### src/aoq_pkg.sv
// Shared constants and types of the arrival-ordered job queue.
package aoq_pkg;

    localparam int DEPTH = 16;
    localparam int CNT_W = $clog2(DEPTH + 1);

    typedef enum logic {
        OP_ENQ = 1'b0,
        OP_DEQ = 1'b1
    } t_op;

    typedef enum logic [1:0] {
        ST_ENQ   = 2'd0,
        ST_DEQ   = 2'd1,
        ST_FULL  = 2'd2,
        ST_EMPTY = 2'd3
    } t_status;

    typedef enum logic {
        S_IDLE = 1'b0,
        S_EXEC = 1'b1
    } t_state;

    typedef struct packed {
        logic capture;
        logic execute;
    } t_cmd;

endpackage

### src/aoq_ctrl.sv
// Controller state machine that sequences beat capture, execution and result handoff.
module aoq_ctrl import aoq_pkg::*; (
    input  logic i_clk,
    input  logic i_rst_n,
    input  logic i_in_valid,
    output logic o_in_stall,
    output logic o_out_valid,
    input  logic i_out_stall,
    output t_cmd o_cmd
);

    t_state r_state;
    t_state n_state;
    logic   r_out_valid;
    logic   n_out_valid;
    logic   w_out_free;

    assign w_out_free = !r_out_valid || !i_out_stall;

    always_comb begin
        n_state = r_state;
        case (r_state)
            S_IDLE: begin
                if (i_in_valid) begin
                    n_state = S_EXEC;
                end
            end
            S_EXEC: begin
                if (w_out_free) begin
                    n_state = S_IDLE;
                end
            end
            default: begin
                n_state = S_IDLE;
            end
        endcase
    end

    always_comb begin
        o_cmd       = '0;
        o_in_stall  = 1'b1;
        n_out_valid = r_out_valid && i_out_stall;
        case (r_state)
            S_IDLE: begin
                o_in_stall    = 1'b0;
                o_cmd.capture = i_in_valid;
            end
            S_EXEC: begin
                o_cmd.execute = w_out_free;
                if (w_out_free) begin
                    n_out_valid = 1'b1;
                end
            end
            default: begin
                o_in_stall = 1'b1;
            end
        endcase
    end

    always_ff @(posedge i_clk) begin
        if (!i_rst_n) begin
            r_state     <= S_IDLE;
            r_out_valid <= 1'b0;
        end else begin
            r_state     <= n_state;
            r_out_valid <= n_out_valid;
        end
    end

    assign o_out_valid = r_out_valid;

    a_exec_fills_output: assert property (@(posedge i_clk) disable iff (!i_rst_n)
        o_cmd.execute |=> r_out_valid)
        else $error("output register not loaded after execution");

endmodule

### src/aoq_datapath.sv
// Datapath holding the sorted slot registers with parallel compare-and-shift and the result register.
module aoq_datapath import aoq_pkg::*; (
    input  logic        i_clk,
    input  logic        i_rst_n,
    input  t_cmd        i_cmd,
    input  logic        i_op,
    input  logic [31:0] i_arrival,
    input  logic [15:0] i_serve_time,
    input  logic [7:0]  i_job_name,
    input  logic [7:0]  i_job_kind,
    output logic [1:0]  o_status,
    output logic [4:0]  o_occupancy,
    output logic [31:0] o_out_arrival,
    output logic [15:0] o_out_serve_time,
    output logic [7:0]  o_out_name,
    output logic [7:0]  o_out_kind
);

    t_op         r_op;
    logic [31:0] r_arr;
    logic [15:0] r_srv;
    logic [7:0]  r_name;
    logic [7:0]  r_kind;

    logic [31:0] r_slot_arr  [DEPTH];
    logic [15:0] r_slot_srv  [DEPTH];
    logic [7:0]  r_slot_name [DEPTH];
    logic [7:0]  r_slot_kind [DEPTH];

    logic [CNT_W-1:0] r_count;
    logic [CNT_W-1:0] n_count;

    logic [DEPTH-1:0] w_le;
    logic             w_full;
    logic             w_empty;
    logic             w_ins;
    logic             w_del;
    t_status          n_status;

    t_status          r_status;
    logic [CNT_W-1:0] r_occ;
    logic [31:0]      r_out_arr;
    logic [15:0]      r_out_srv;
    logic [7:0]       r_out_name;
    logic [7:0]       r_out_kind;

    always_ff @(posedge i_clk) begin
        if (i_cmd.capture) begin
            r_op   <= t_op'(i_op);
            r_arr  <= i_arrival;
            r_srv  <= i_serve_time;
            r_name <= i_job_name;
            r_kind <= i_job_kind;
        end
    end

    assign w_full  = (r_count == CNT_W'(DEPTH));
    assign w_empty = (r_count == '0);
    assign w_ins   = i_cmd.execute && (r_op == OP_ENQ) && !w_full;
    assign w_del   = i_cmd.execute && (r_op == OP_DEQ) && !w_empty;

    for (genvar g = 0; g < DEPTH; g++) begin : g_slot
        assign w_le[g] = (r_count > CNT_W'(g)) && (r_slot_arr[g] <= r_arr);

        logic w_take_new;
        if (g == 0) begin : g_head
            assign w_take_new = 1'b1;
        end else begin : g_body
            assign w_take_new = w_le[g-1];
        end

        always_ff @(posedge i_clk) begin
            if (w_ins && !w_le[g]) begin
                if (w_take_new) begin
                    r_slot_arr[g]  <= r_arr;
                    r_slot_srv[g]  <= r_srv;
                    r_slot_name[g] <= r_name;
                    r_slot_kind[g] <= r_kind;
                end else begin
                    r_slot_arr[g]  <= r_slot_arr[(g == 0) ? 0 : g-1];
                    r_slot_srv[g]  <= r_slot_srv[(g == 0) ? 0 : g-1];
                    r_slot_name[g] <= r_slot_name[(g == 0) ? 0 : g-1];
                    r_slot_kind[g] <= r_slot_kind[(g == 0) ? 0 : g-1];
                end
            end else if (w_del && (g < DEPTH - 1)) begin
                r_slot_arr[g]  <= r_slot_arr[(g < DEPTH - 1) ? g+1 : g];
                r_slot_srv[g]  <= r_slot_srv[(g < DEPTH - 1) ? g+1 : g];
                r_slot_name[g] <= r_slot_name[(g < DEPTH - 1) ? g+1 : g];
                r_slot_kind[g] <= r_slot_kind[(g < DEPTH - 1) ? g+1 : g];
            end
        end
    end

    always_comb begin
        n_count = r_count;
        if (w_ins) begin
            n_count = r_count + CNT_W'(1);
        end else if (w_del) begin
            n_count = r_count - CNT_W'(1);
        end
        case (r_op)
            OP_ENQ:  n_status = w_full ? ST_FULL : ST_ENQ;
            OP_DEQ:  n_status = w_empty ? ST_EMPTY : ST_DEQ;
            default: n_status = ST_EMPTY;
        endcase
    end

    always_ff @(posedge i_clk) begin
        if (!i_rst_n) begin
            r_count <= '0;
        end else begin
            r_count <= n_count;
        end
    end

    always_ff @(posedge i_clk) begin
        if (i_cmd.execute) begin
            r_status <= n_status;
            r_occ    <= n_count;
            if (w_del) begin
                r_out_arr  <= r_slot_arr[0];
                r_out_srv  <= r_slot_srv[0];
                r_out_name <= r_slot_name[0];
                r_out_kind <= r_slot_kind[0];
            end else begin
                r_out_arr  <= '0;
                r_out_srv  <= '0;
                r_out_name <= '0;
                r_out_kind <= '0;
            end
        end
    end

    assign o_status         = r_status;
    assign o_occupancy      = 5'(r_occ);
    assign o_out_arrival    = r_out_arr;
    assign o_out_serve_time = r_out_srv;
    assign o_out_name       = r_out_name;
    assign o_out_kind       = r_out_kind;

    a_count_bound: assert property (@(posedge i_clk) disable iff (!i_rst_n)
        r_count <= CNT_W'(DEPTH))
        else $error("occupancy exceeds depth");

    a_insert_counts: assert property (@(posedge i_clk) disable iff (!i_rst_n)
        w_ins |=> r_count == $past(r_count) + CNT_W'(1))
        else $error("insert did not raise occupancy by one");

    a_head_sorted: assert property (@(posedge i_clk) disable iff (!i_rst_n)
        r_count >= CNT_W'(2) |-> r_slot_arr[0] <= r_slot_arr[1])
        else $error("head slots out of arrival order");

endmodule

### src/arrival_ordered_job_queue.sv
// A beat is captured, executed once the output register is free, and its result is valid in the cycle after execution.
// The capture/execute sequence of the controller takes a new beat only after the last one has executed.
// An insert or remove touches all slots at once through a parallel compare-and-shift.
// Reset: synchronous, active low; the queue is empty afterwards and slot contents are undefined.
// The input stalls while a beat executes, and execution waits while the last result is stalled.
module arrival_ordered_job_queue import aoq_pkg::*; (
    input  logic        i_clk,
    input  logic        i_rst_n,
    input  logic        i_in_valid,
    output logic        o_in_stall,
    input  logic        i_op,
    input  logic [31:0] i_arrival,
    input  logic [15:0] i_serve_time,
    input  logic [7:0]  i_job_name,
    input  logic [7:0]  i_job_kind,
    output logic        o_out_valid,
    input  logic        i_out_stall,
    output logic [1:0]  o_status,
    output logic [4:0]  o_occupancy,
    output logic [31:0] o_out_arrival,
    output logic [15:0] o_out_serve_time,
    output logic [7:0]  o_out_name,
    output logic [7:0]  o_out_kind
);

    t_cmd w_cmd;

    aoq_ctrl u_ctrl (
        .i_clk       (i_clk),
        .i_rst_n     (i_rst_n),
        .i_in_valid  (i_in_valid),
        .o_in_stall  (o_in_stall),
        .o_out_valid (o_out_valid),
        .i_out_stall (i_out_stall),
        .o_cmd       (w_cmd)
    );

    aoq_datapath u_datapath (
        .i_clk            (i_clk),
        .i_rst_n          (i_rst_n),
        .i_cmd            (w_cmd),
        .i_op             (i_op),
        .i_arrival        (i_arrival),
        .i_serve_time     (i_serve_time),
        .i_job_name       (i_job_name),
        .i_job_kind       (i_job_kind),
        .o_status         (o_status),
        .o_occupancy      (o_occupancy),
        .o_out_arrival    (o_out_arrival),
        .o_out_serve_time (o_out_serve_time),
        .o_out_name       (o_out_name),
        .o_out_kind       (o_out_kind)
    );

endmodule
### config.mk
export PLATFORM = sky130hd
export DESIGN_NAME = arrival_ordered_job_queue
export DESIGN_NICKNAME = d
export VERILOG_FILES = /design/src/aoq_pkg.sv /design/src/aoq_ctrl.sv /design/src/aoq_datapath.sv /design/src/arrival_ordered_job_queue.sv
export SDC_FILE = /design/constraint.sdc
export NUM_CORES = 2
export LEC_CHECK = 0
export ABC_CLOCK_PERIOD_IN_PS = 11300
export BUFFER_PORTS_ARGS = -buffer_cell sky130_fd_sc_hd__buf_2
export CAP_MARGIN = 20
export CORE_MARGIN = 10
export CORE_UTILIZATION = 35
export DETAILED_ROUTE_END_ITERATION = 8
export SETUP_SLACK_MARGIN = 0.4
export SYNTH_ARGS = -nofsm -noshare
export SYNTH_HDL_FRONTEND = slang
export SYNTH_SLANG_ARGS = --single-unit
### constraint.sdc
create_clock -name i_clk -period 11.3 [get_ports i_clk]
set_clock_uncertainty 0.15 [all_clocks]
set_input_delay 1.13 -clock i_clk [delete_from_list [all_inputs] [get_ports i_clk]]
set_output_delay 1.13 -clock i_clk [all_outputs]
set_load 0.01 [all_outputs]
* After elaboration in Yosys (flattened, before gate mapping)
Memory sizes are Yosys's and may differ from the RTL's.
Index checks and enable logic that the tools add are counted.
** Storage, ports and cells
- Bits in registers :: 143
- Bits in latches :: 0
- Memory bits (writable) :: 1024
- Memory bits (read-only) :: 0
- Input bits :: 69
- Output and inout bits :: 73
- Word-level logic and storage cells :: 490
- Memories kept :: 4
** Memories
- u_datapath.r_slot_arr :: words 16, bits a word 32, read ports 16, clocked after Yosys merged registers in 0, wr ports 16, RTL line aoq_datapath.sv:25 : logic [31:0] r_slot_arr [DEPTH];
- u_datapath.r_slot_srv :: words 16, bits a word 16, read ports 16, clocked after Yosys merged registers in 0, wr ports 16, RTL line aoq_datapath.sv:26 : logic [15:0] r_slot_srv [DEPTH];
- u_datapath.r_slot_kind :: words 16, bits a word 8, read ports 16, clocked after Yosys merged registers in 0, wr ports 16, RTL line aoq_datapath.sv:28 : logic [7:0] r_slot_kind [DEPTH];
- u_datapath.r_slot_name :: words 16, bits a word 8, read ports 16, clocked after Yosys merged registers in 0, wr ports 16, RTL line aoq_datapath.sv:27 : logic [7:0] r_slot_name [DEPTH];
** Operators by class
- $add $sub $neg :: 2
- Multipliers :: 0
- Divide/modulo/power cells :: 0
- $lt $le $gt $ge :: 32
- Equal/unequal tests :: 1
- Shift operators :: 0
- Multiplexer cells :: 256
- Bitwise operators :: 122
- Reduce and logical (&&, ||, !) cells :: 59
** Operator list (number)
- $mux W32 :: 30
- $le A32 B32 Y1 :: 16
- $mux W16 :: 30
- $mux W8 :: 60
- $mux W1 :: 130
- $or A1 B1 Y1 :: 120
- $gt A5 B4 Y1 const B :: 8
- $logic_and A1 B1 Y1 :: 37
- $gt A5 B3 Y1 const B :: 4
- $logic_not A1 Y1 :: 20
- $gt A5 B1 Y1 const B :: 2
- $gt A5 B2 Y1 const B :: 2
- $mux W5 :: 2
- $add A5 B1 Y5 const B :: 1
- $eq A5 B5 Y1 const B :: 1
- $logic_not A5 Y1 :: 1
- $sub A5 B1 Y5 const B :: 1
- $mux W2 :: 2
- $pmux W2 S2 :: 1
- $not A1 Y1 :: 2
- $pmux W1 S2 :: 1
- $logic_or A1 B1 Y1 :: 1

* Logic depth before layout (Yosys ltp)
- Depth in word-level cells :: 10
- Depth in mapped cells :: 14
- Gate-level depth less buffers :: 10

* By module
From an unflattened synthesis, not the netlist that was laid out.
** Second synthesis, totals
- Cell total of the unflattened synthesis :: 5609
- Area total of the unflattened synthesis :: 65688.0 um^2
** By module, submodules not included
- aoq_datapath :: instances 1, cells an instance 5601, area each 65606.7 um^2, seq. area each 34933.5 um^2
- aoq_ctrl :: instances 1, cells an instance 8, area each 81.3 um^2, seq. area each 40.0 um^2

* Worst setup path after synthesis
OpenSTA, ideal clock, no wires.
- Path type :: in2reg
- Start point :: in i_out_stall
- End point :: mem u_datapath.r_slot_arr[15][0], in the netlist u_datapath.r_slot_arr[1][224], enable pin
- Data arrival time :: 8.856 ns
- Slack :: 1.716 ns
- Cell stages on the path :: 5
- Path buffers :: 2
- Cell sequence :: a21boi_2 > nand3b_1 > clkbuf_1 > clkbuf_1 > nor3b_1
** RTL lines
- start, declared :: RTL line arrival_ordered_job_queue.sv:17 : input logic i_out_stall,
- end, declared :: RTL line aoq_datapath.sv:25

==> flow_summary_export.csv <==
group,metric,value,unit
critical_path,worstPathArrival,6.51,ns
clock_tree,cts_root_buf,"clkbuf_16",
synth,yosysWarnings,0,
floorplan,die_area,201000,sq um
grt,grt_pass1_wl,349,mm
clock_tree,clock-sinks,1167,
grt,grtUsageTotal,22.9,%
synth,ys_async_sr_fraction,0,%
clock_tree,clkLatencyLatePin,0.81,ns
detailed_routing,dr_total_vias,51300,
timing,slew_viol_final,0,
critical_path,worst-setup-path-type,"reg2reg",
timing,hold_viol_final,0,
layout,syn2layout_area_growth,12.4,%
timing,maxSlewHeadroom,17.8,%
synth,synth_simple_gate_area_share,9.43,%
grt,antenna_found_initial,5,
critical_path,rrSetupSlack,5.04,ns
critical_path,cp_max_fo,45,
layout,finalNetCount,6112,
detailed_routing,wl_per_cell,29.9,um
floorplan,start_util,35.2,%
synth,syn_area_per_cell,11.6,sq um
detailed_routing,via_per_inst,6.34,
synth,synth_top_family_by_area,"compound AO/OA/AOI/OAI gates",
clock_tree,post_cts_resized,0,
clock_tree,htreeDepth,4,
clock_tree,cts_hold_buffers,0,
clock_tree,cts_tree,"done",
placed_design,hpwl,156,mm
floorplan,die-height,449,um
timing,tightest_slew,1.22,ns
synth,ys_dominant_reg_cell,"edfxtp_1",
pwr,p_per_area,181,nW/um^2
hold_path,hp-class,"in2reg",
synth,syn_nets,6126,
synth,synth-compound-area-share,20.0,%
layout,drive_gt1_share,9.99,%
grt,grt_overflow,0,
layout,postLayoutCoreUtil,39.5,%
timing,fin_crit,6.26,ns
job,drv_cap,0,
placed_design,gp_congestion,1.00,
floorplan,ios,142,
critical_path,r2r_start,"u_datapath.r_arr[13]$_DFFE_PP_",
critical_path,reg2reg_depth,11,
synth,synth-seq-cells,1167,
floorplan,die_width,449,um
layout,layout.area.seq,35000,sq um
synth,synth_fa_ha_area_share,10.1,%
timing,fin_tns_setup,0,ns
pwr,peakVddDrop,128,uV
clock_tree,cts_buffer_depth,3,
layout,multi_input_area,27400,sq um
grt,grt_max_degree,219,
timing,finalSetupViolations,0,
layout,fillers,17400,
synth,synthCells,5540,
critical_path,worstPathRequired,11.55,ns
synth,seq_area_frac_synth,54.4,%
critical_path,timing.rr.end,"u_datapath.r_slot_arr[1][184]$_DFFE_PP_",
grt,first_global_vias,49100,
placed_design,io_buffers,141,
synth,yosys.area_share.xor_xnor,0.0681,%
hold_path,min-delay-start,"i_job_name[3]",
detailed_routing,totalWireLength,243,mm
floorplan,coreArea,183000,sq um
synth,muxShareOfSynthArea,2.33,%
synth,synthDistinctLibCells,74,
hold_path,holdPathStages,1,
clock_tree,clkTransAtPathRegs,0.06,ns
timing,finalCritPeriodShare,55.4,%
detailed_routing,drt_iter0_drc,6945,
clock_tree,post_cts_buffers,0,
synth,syn-cell-area,64300,sq um
floorplan,fp-row-count,157,
critical_path,critPathLaunchType,"flop",
detailed_routing,drcViolationCount,0,
detailed_routing,dr.pass1.iters,7,
timing,rsz0062_at_grt,"no",
detailed_routing,ant_nets,0,
timing,max_freq,160,MHz
synth,synth_edf_count,1160,
hold_path,hold_end,"u_datapath.r_name[3]$_DFFE_PP_",
clock_tree,numCtsBuffers,137,
critical_path,crit_path_end_kind,"flop",
status,run_status,"complete, no violations",
pwr,leakage,26.3,nW
[report_power, final]
| group | switching [mW] | total, mW | internal [mW] |
|---|---|---|---|
| Combinational | 1.78 | 2.61 | 0.831 |
| Clock | 1.99 | 4.60 | 2.61 |
| Sequential | 0.404 | 5.90 | 5.50 |
[worst max path at each step]
stage / startpoint / endpoint / slack [ns]
2_1_floorplan: i_out_stall / u_datapath.r_slot_arr[1][224]$_DFFE_PP_ / 1.72
3_3_place_gp: u_datapath.r_arr[13]$_DFFE_PP_ / u_datapath.r_slot_srv[0][23]$_DFFE_PP_ / 4.16
3_5_place_dp: u_datapath.r_arr[13]$_DFFE_PP_ / u_datapath.r_slot_kind[7][2]$_DFFE_PP_ / 5.17
4_1_cts: u_datapath.r_arr[13]$_DFFE_PP_ / u_datapath.r_slot_arr[0][253]$_DFFE_PP_ / 5.14
5_1_grt: u_datapath.r_arr[13]$_DFFE_PP_ / u_datapath.r_slot_arr[0][253]$_DFFE_PP_ / 4.94
6_report: u_datapath.r_arr[13]$_DFFE_PP_ / u_datapath.r_slot_arr[1][184]$_DFFE_PP_ / 5.04
[Yosys cell counts (63+ instances only)]
library cell  count  share of area [%]
mux2_2           63                1.1
a31oi_1          77               0.75
nor2_1          451                2.6
edfxtp_1       1160                 54
nand3_1         102               0.79
buf_2           100               0.78
nand4_1         113                1.1
a21o_1           85               0.99
a21oi_1         394                3.1
mux2i_1          79                1.2
nand2_1         288                1.7
a221o_1         452                7.0
nor3_1          148                1.2
clkbuf_1        264                1.5
inv_1           213                1.2
a22oi_1         234                2.7
ha_1            517                 10
o21ai_0         365                2.8
and2_1           89               0.87
o221ai_1         79                1.1
[critical path, cell delays in order, from the launching register on]
cell      delay, ns
edfxtp_1       0.51
inv_1          0.59
ha_1           0.27
nand4_1        0.22
or4_1          0.52
a21o_1         0.19
o211ai_1       0.22
a21oi_1        0.25
a21oi_4        0.88
buf_4          0.75
a21o_4         0.58
buf_4          0.72
[sequential cells by signal, summed over array words and instances, names as in the netlist, 8 cells and up]
| signal | count |
|---|---|
| u_datapath.r_slot_name | 128 |
| u_datapath.o_out_serve_time | 16 |
| u_datapath.r_slot_kind | 128 |
| u_datapath.r_name | 8 |
| u_datapath.r_arr | 32 |
| u_datapath.o_out_arrival | 32 |
| u_datapath.o_out_kind | 8 |
| u_datapath.r_slot_arr | 512 |
| u_datapath.o_out_name | 8 |
| u_datapath.r_srv | 16 |
| u_datapath.r_slot_srv | 256 |
| u_datapath.r_kind | 8 |
[kinds of logic (layout without fill, tap and decap cells)]
family / count (synthesis) / in the layout
AO/OA/AOI/OAI: 1797 / 1797
multiplexers: 142 / 142
AND/OR/NAND/NOR: 1305 / 1305
adder cells (fa/ha/maj): 517 / 517
flip-flops: 1167 / 1167
XOR/XNOR: 5 / 5
buffers and inverters: 607 / 703
other: 0 / 3
[through the flow]
stage | instance area [sq um] | instances | power, mW | hold WS [ns] | setup WS, ns
finish | 72300 | 8103 | 13.1 | 0.343 | 5.04
global route | 72300 | 8100 | 13.6 | 0.317 | 4.94
CTS | 72300 | 8099 | 13.1 | 0.299 | 5.14
detailed placement | 67700 | 7850 | 8.51 | 0.384 | 5.17
global placement | 67700 | 7847 | 8.45 | 0.377 | 4.16
floorplan | 64300 | 5540 | 7.42 | 0.347 | 1.72
[final cells by class]
class,count,share of cell area [%]
multi-input combinational,3766,37.8
clock inverter,86,1.40
clock buffer,163,4.93
tap,2464,4.26
antenna,3,0.0104
inverter,213,1.11
sequential,1167,48.4
timing repair buffer,241,2.10
[cells in the final DEF, fill, tap and decap left out, types with 8 or more instances in the layout]
master,Yosys,final
bufinv_16,0,14
a22oi_1,234,234
mux2_2,63,63
clkinv_2,0,26
a21oi_1,394,391
and3_1,35,34
buf_2,100,142
clkbuf_16,0,137
o221ai_1,79,79
nand2_1,288,278
o21ai_4,0,8
nand3_1,102,99
ha_1,517,517
o211ai_1,26,26
a21o_1,85,83
nor2b_1,23,22
nor4_1,17,16
o21a_1,11,10
clkbuf_1,264,22
nor2_1,451,447
mux2i_1,79,79
edfxtp_1,1160,1160
nand2b_1,8,8
and2_1,89,86
and4_1,9,9
buf_4,12,95
nor3_1,148,148
clkinv_1,0,26
a221o_1,452,452
nand4_1,113,113
a211oi_1,14,13
a31oi_1,77,74
o21ai_0,365,358
nand2_4,0,10
inv_1,213,213
[metal layers]
metal,global-route usage [%],share of wire [%],routed length (um)
met5,0,0.0091,22
met4,11.9,5.8,14100
met3,5.12,10,24700
met2,34.5,43,105000
met1,30.8,41,98400
Power figures use the tool's default switching activity.
